$ cat config.mk
export PLATFORM = sky130hd
export DESIGN_NAME = sorted_priority_queue_flat
export DESIGN_NICKNAME = d
export VERILOG_FILES = /design/src/rtl/spq_pkg.sv /design/src/rtl/spq_if.sv /design/src/rtl/spq_cell.sv /design/src/rtl/sorted_priority_queue.sv /design/src/flat_wrapper.sv
export SDC_FILE = /design/constraint.sdc
export NUM_CORES = 2
export LEC_CHECK = 0
export ABC_AREA = 1
export BUFFER_PORTS_ARGS = -buffer_cell sky130_fd_sc_hd__buf_4
export CORE_MARGIN = 8
export CORE_UTILIZATION = 30
export CTS_CLUSTER_SIZE = 25
export DETAILED_ROUTE_END_ITERATION = 7
export PLACE_DENSITY = 0.47
export SLEW_MARGIN = 20
export SYNTH_ARGS = -nofsm -noshare
export SYNTH_HDL_FRONTEND = slang
export SYNTH_HIERARCHICAL = 1
export SYNTH_SLANG_ARGS = --single-unit
$ cat constraint.sdc
create_clock -name clk -period 5.63 [get_ports clk]
set_clock_uncertainty 0.2 [all_clocks]
set_input_delay 0.8445 -clock clk [delete_from_list [all_inputs] [get_ports clk]]
set_output_delay 0.8445 -clock clk [all_outputs]
set_load 0.02 [all_outputs]
$ cat src/rtl/spq_pkg.sv
package spq_pkg;

  // Queue depth and derived widths
  localparam int CAPACITY = 16;
  localparam int CNT_W    = $clog2(CAPACITY + 1);

  localparam int DATA_W   = 32;
  localparam int KEY_W    = 16;
  localparam int STATUS_W = 2;
  localparam int COUNT_W  = 5;

  // Operation codes
  localparam logic OP_INSERT = 1'b0;
  localparam logic OP_REMOVE = 1'b1;

  // Status codes
  localparam logic [STATUS_W-1:0] ST_OK    = 2'd0;
  localparam logic [STATUS_W-1:0] ST_EMPTY = 2'd1;
  localparam logic [STATUS_W-1:0] ST_FULL  = 2'd2;

  // One stored entry
  typedef struct packed {
    logic signed [DATA_W-1:0] data;
    logic signed [KEY_W-1:0]  key;
  } entry_t;

  // Broadcast command to every cell
  typedef struct packed {
    logic                    insert;
    logic                    remove;
    logic signed [KEY_W-1:0] key;
  } cell_cmd_t;

endpackage

$ cat src/rtl/spq_if.sv
// Request channel: operation plus insert payload
interface spq_req_if;
  logic                               valid;
  logic                               ready;
  logic                               operation;
  logic signed [spq_pkg::DATA_W-1:0]  new_data;
  logic signed [spq_pkg::KEY_W-1:0]   new_priority;

  modport source (output valid, operation, new_data, new_priority, input ready);
  modport sink   (input valid, operation, new_data, new_priority, output ready);
endinterface

// Response channel: one result per request
interface spq_rsp_if;
  logic                                valid;
  logic                                ready;
  logic signed [spq_pkg::DATA_W-1:0]   out_data;
  logic        [spq_pkg::STATUS_W-1:0] status;
  logic        [spq_pkg::COUNT_W-1:0]  entry_count;

  modport source (output valid, out_data, status, entry_count, input ready);
  modport sink   (input valid, out_data, status, entry_count, output ready);
endinterface

$ cat src/rtl/spq_cell.sv
// One slot of the sorted array. Keeps its entry, takes the new item,
// takes the left neighbor's entry (insert shift) or the right one (remove).
module spq_cell (
  input  logic               clk,
  input  spq_pkg::cell_cmd_t cmd,
  input  spq_pkg::entry_t    new_entry,
  input  logic               occupied,
  input  logic               left_le,
  input  spq_pkg::entry_t    left_entry,
  input  spq_pkg::entry_t    right_entry,
  output logic               le,
  output spq_pkg::entry_t    entry
);

  // This slot stays ahead of the new item
  assign le = occupied && (entry.key <= cmd.key);

  always_ff @(posedge clk) begin
    if (cmd.insert) begin
      if (!le) begin
        if (left_le) begin
          entry <= new_entry;
        end else begin
          entry <= left_entry;
        end
      end
    end else if (cmd.remove) begin
      entry <= right_entry;
    end
  end

endmodule

$ cat src/rtl/sorted_priority_queue.sv
// Channel | Dir | Payload
// req     | in  | operation, new_data, new_priority
// rsp     | out | out_data, status, entry_count
//
// One item per cycle while req.ready is high: every cell compares its key with the new key and
// moves in the same cycle, so the row of cells sets the rate.
// The result is registered and shows in the cycle after the item is taken.
// req.ready is low only while a result waits and rsp.ready is low.
// Reset clears the entry count and the result valid flag; slot contents are kept.
module sorted_priority_queue (
  input logic      clk,
  input logic      rst,
  spq_req_if.sink  req,
  spq_rsp_if.source rsp
);

  localparam int N = spq_pkg::CAPACITY;

  logic [spq_pkg::CNT_W-1:0] count;
  logic [spq_pkg::CNT_W-1:0] count_next;
  logic                      accept;
  logic                      full;
  logic                      empty;
  spq_pkg::cell_cmd_t        cmd;
  spq_pkg::entry_t           new_entry;
  spq_pkg::entry_t           entries [N];
  logic                      le [N];
  logic [spq_pkg::CNT_W+spq_pkg::COUNT_W-1:0] count_wide;

  assign req.ready = !rsp.valid || rsp.ready;
  assign accept    = req.valid && req.ready;
  assign full      = (count == spq_pkg::CNT_W'(N));
  assign empty     = (count == '0);

  // Command broadcast to the row
  assign cmd.insert = accept && (req.operation == spq_pkg::OP_INSERT) && !full;
  assign cmd.remove = accept && (req.operation == spq_pkg::OP_REMOVE) && !empty;
  assign cmd.key    = req.new_priority;
  assign new_entry.data = req.new_data;
  assign new_entry.key  = req.new_priority;

  // Row of cells, slot 0 leaves first
  for (genvar i = 0; i < N; i++) begin : g_cell
    spq_pkg::entry_t left_e;
    spq_pkg::entry_t right_e;
    logic            left_le;
    logic            occ;

    assign occ = (spq_pkg::CNT_W'(i) < count);
    if (i == 0) begin : g_first
      assign left_le = 1'b1;
      assign left_e  = new_entry;
    end else begin : g_mid
      assign left_le = le[i-1];
      assign left_e  = entries[i-1];
    end
    if (i == N - 1) begin : g_last
      assign right_e = entries[i];
    end else begin : g_inner
      assign right_e = entries[i+1];
    end

    spq_cell u_cell (
      .clk        (clk),
      .cmd        (cmd),
      .new_entry  (new_entry),
      .occupied   (occ),
      .left_le    (left_le),
      .left_entry (left_e),
      .right_entry(right_e),
      .le         (le[i]),
      .entry      (entries[i])
    );
  end

  // Entry count
  always_comb begin
    count_next = count;
    if (cmd.insert) begin
      count_next = count + 1'b1;
    end else if (cmd.remove) begin
      count_next = count - 1'b1;
    end
  end

  assign count_wide = {{spq_pkg::COUNT_W{1'b0}}, count_next};

  always_ff @(posedge clk) begin
    if (rst) begin
      count <= '0;
    end else begin
      count <= count_next;
    end
  end

  // Result register
  always_ff @(posedge clk) begin
    if (rst) begin
      rsp.valid <= 1'b0;
    end else if (accept) begin
      rsp.valid <= 1'b1;
    end else if (rsp.ready) begin
      rsp.valid <= 1'b0;
    end
  end

  always_ff @(posedge clk) begin
    if (accept) begin
      rsp.out_data    <= cmd.remove ? entries[0].data : '0;
      rsp.entry_count <= count_wide[spq_pkg::COUNT_W-1:0];
      if (req.operation == spq_pkg::OP_INSERT) begin
        rsp.status <= full ? spq_pkg::ST_FULL : spq_pkg::ST_OK;
      end else begin
        rsp.status <= empty ? spq_pkg::ST_EMPTY : spq_pkg::ST_OK;
      end
    end
  end

  // Checks
  a_count_bound: assert property (@(posedge clk) disable iff (rst)
    count <= spq_pkg::CNT_W'(N))
    else $error("entry count above capacity");

  a_empty_status: assert property (@(posedge clk) disable iff (rst)
    (accept && req.operation == spq_pkg::OP_REMOVE && empty)
      |=> (rsp.status == spq_pkg::ST_EMPTY && count == '0))
    else $error("remove from empty queue misreported");

  a_insert_grows: assert property (@(posedge clk) disable iff (rst)
    cmd.insert |=> (count == $past(count) + 1'b1 && rsp.status == spq_pkg::ST_OK))
    else $error("insert did not add an entry");

endmodule

$ cat src/flat_wrapper.sv
// flat-port wrapper written by rule: the top's interface ports become plain ports
module sorted_priority_queue_flat 
  (clk, rst, req_valid, req_operation, req_new_data, req_new_priority, req_ready, rsp_valid, rsp_out_data, rsp_status, rsp_entry_count, rsp_ready);
  spq_req_if req_i ();
  spq_rsp_if rsp_i ();
  input logic clk;
  input logic rst;
  input wire logic [$bits(req_i.valid)-1:0] req_valid;
  input wire logic [$bits(req_i.operation)-1:0] req_operation;
  input wire logic [$bits(req_i.new_data)-1:0] req_new_data;
  input wire logic [$bits(req_i.new_priority)-1:0] req_new_priority;
  output wire logic [$bits(req_i.ready)-1:0] req_ready;
  output wire logic [$bits(rsp_i.valid)-1:0] rsp_valid;
  output wire logic [$bits(rsp_i.out_data)-1:0] rsp_out_data;
  output wire logic [$bits(rsp_i.status)-1:0] rsp_status;
  output wire logic [$bits(rsp_i.entry_count)-1:0] rsp_entry_count;
  input wire logic [$bits(rsp_i.ready)-1:0] rsp_ready;
  assign req_i.valid = req_valid;
  assign req_i.operation = req_operation;
  assign req_i.new_data = req_new_data;
  assign req_i.new_priority = req_new_priority;
  assign req_ready = req_i.ready;
  assign rsp_valid = rsp_i.valid;
  assign rsp_out_data = rsp_i.out_data;
  assign rsp_status = rsp_i.status;
  assign rsp_entry_count = rsp_i.entry_count;
  assign rsp_i.ready = rsp_ready;
  sorted_priority_queue u_core (.clk(clk), .rst(rst), .req(req_i), .rsp(rsp_i));
endmodule
==> flow_summary.ini <==
[worst_setup_path]
r2r_slack_ns = 1.72
end_kind = flop
worstPathRequired_ns = 5.84
crit_path_start_kind = flop
cp_max_fo = 49
critPathMaxStageDelay_ns = 0.62
worstPathCellList = inv_1, ha_1, nand3_1, inv_1, nor2_4, buf_12, inv_1, buf_4, nand2_1, nand2_2, buf_12
crit_top_cell = inv_1
cp_slowest_cell = nor2_4
crit_arrival_ns = 4.12
critical_path_class = reg2reg

[floorplan]
io_pins = 94
dieHeight_um = 417
die_area_um2 = 174000
rows = 147
coreArea_um2 = 160000
die_x_um = 417
start_util = 0.302

[power_and_ir_drop]
ir_drop_mv = 0.241
p_leak_nw = 22.3
sw_frac_of_total = 0.312
p_switching_mw = 5.65
internal_power_mw = 12.4
fin_total_pwr_mw = 18.1
combinationalPowerShare = 0.187
p_per_area_nw_per_um2 = 335
seq_power_share = 0.463
p_clk_frac = 0.350

[min_path]
hp-class = in2reg

[finish]
syn2layout_area_growth_pct = 11.6
fillCellCount = 16700
antenna_cells = 0
postLayoutCellArea_um2 = 53900
drive_gt1_frac = 0.0764
fin_nets = 6041

[route]
vias = 40100
drt-wirelength-per-cell_um = 19.5
viasPerCell = 5.03
first_iter_violations = 2813
firstDrtPassIters = 6
drt_wl_total_mm = 155
drc = 0
drtAntennaViolNets = 0

[sta]
postLayoutSetupSlackWorst_ns = 1.72
rsz0062_at_grt = false
worst_pin_slew_ns = 1.13
finalMaxSlewViolations = 0
setup_viol = 0
min_period_over_period = 0.694
slew_headroom = 0.249
fin_setup_tns_ns = 0
fmax_ghz = 0.256
finalCriticalPeriod_ns = 3.91
hold_viol = 0

[global_routing]
grt_max_degree = 197
grt_pass1_vias = 41800
grt_pass1_wl_mm = 243
antenna_found_initial = 0
track_usage = 0.172
overflow = 0

[outcome]
status = finished, final reports clean

[cts]
clk_pin_slew_worst_paths_ns = 0.06
cts_resized = 0
cts_hold_buffers = 0
cts_buffers = 97
cts.htree.levels = 3
cts_tree = done
post-cts-setup-buffer-count = 0
clockBufferDepth = 3
clock_latency_ns = 0.70
cts.sinks = 813
clockRootBuffer = clkbuf_16

[yosys]
syn-cell-area_um2 = 48300
synth_area_per_cell_um2 = 8.35
yosys_warnings = 6
syn-instance-count = 5785

[placement]
placed_cell_area_um2 = 50800
gp_congestion = 0.791
place_ws_ns = 1.37
io_buffers = 93
dp_hpwl_mm = 107

[flow_run]
cap_violations = 0
[final timing paths]
check | start | end | cells past startpoint
worst max register to register | u_core/count[0]$_SDFF_PP0_ | u_core/g_cell[1].u_cell/entry[29]$_DFFE_PP_ | 11
worst min-delay path | rst | u_core/count[3]$_SDFF_PP0_ | 2
worst max-delay path | u_core/count[0]$_SDFF_PP0_ | u_core/g_cell[1].u_cell/entry[29]$_DFFE_PP_ | 11
worst min register to register | u_core/g_cell[15].u_cell/entry[47]$_DFFE_PP_ | u_core/g_cell[14].u_cell/entry[47]$_DFFE_PP_ | 2
[power by group through the flow]
stage / sequential (mW) / combinational [mW] / clock (mW)
6_report: 8.37 / 3.38 / 6.33
5_1_grt: 8.45 / 3.86 / 6.72
4_1_cts: 8.39 / 3.40 / 6.51
3_5_place_dp: 8.50 / 3.39 / 0
3_3_place_gp: 8.52 / 3.31 / 0
2_1_floorplan: 8.22 / 2.32 / 0
[layout by cell type (no fill, tap or decap), types with 31 or more instances in the layout]
master and count:
inv_1 454, nor2_2 48, o21ai_0 841, nor2_1 841, o21ai_1 706, ha_1 260
nand2_2 36, inv_2 31, edfxtp_1 807, clkbuf_16 99, nand3_1 57, buf_4 157
a21oi_1 80, clkinv_1 33, nand2_1 1219
[metal layers]
layer / vias up / track usage / wire (um)
met4: 0 / 0.0568 / 4730
met5: - / 0 / 0
li1: 19400 / - / -
met2: 794 / 0.309 / 78100
met1: 19700 / 0.216 / 67200
met3: 216 / 0.0179 / 5150
[worst max-delay path: cells and delay by family, from the launching register on]
family                     cells  cell delay [ns]
adders and majority gates      1             0.30
buffers and inverters          6             1.33
DFF                            1             0.45
and+or+nand+nor                4             1.26
[flip-flops by register name, summed over array words and instances, names as in the netlist]
signal                      cells
u_core/rsp.status               2
u_core/g_cell.u_cell/entry    768
u_core/rsp.valid                1
u_core/count                    5
u_core/rsp.out_data            32
u_core/rsp.entry_count          5
[stage by stage]
step | hold WS [ns] | util | instances
after floorplan | 0.319 | - | 5788
after global placement | 0.340 | 0.317 | 7789
after CTS | 0.106 | 0.337 | 7970
after detailed placement | 0.343 | 0.317 | 7789
final | 0.167 | 0.337 | 7970
after global routing | 0.159 | 0.337 | 7970
[area by class of cell]
cell class,count,area [um^2],area share
multi-input cells,4154,20500,0.381
flip-flops and latches,813,24400,0.452
clock buffers,122,2590,0.0481
clock inverters,59,523,0.00970
well taps,2160,2700,0.0501
repair buffers,166,1360,0.0252
inverters,496,1860,0.0346
Power figures use the tool's default switching activity.
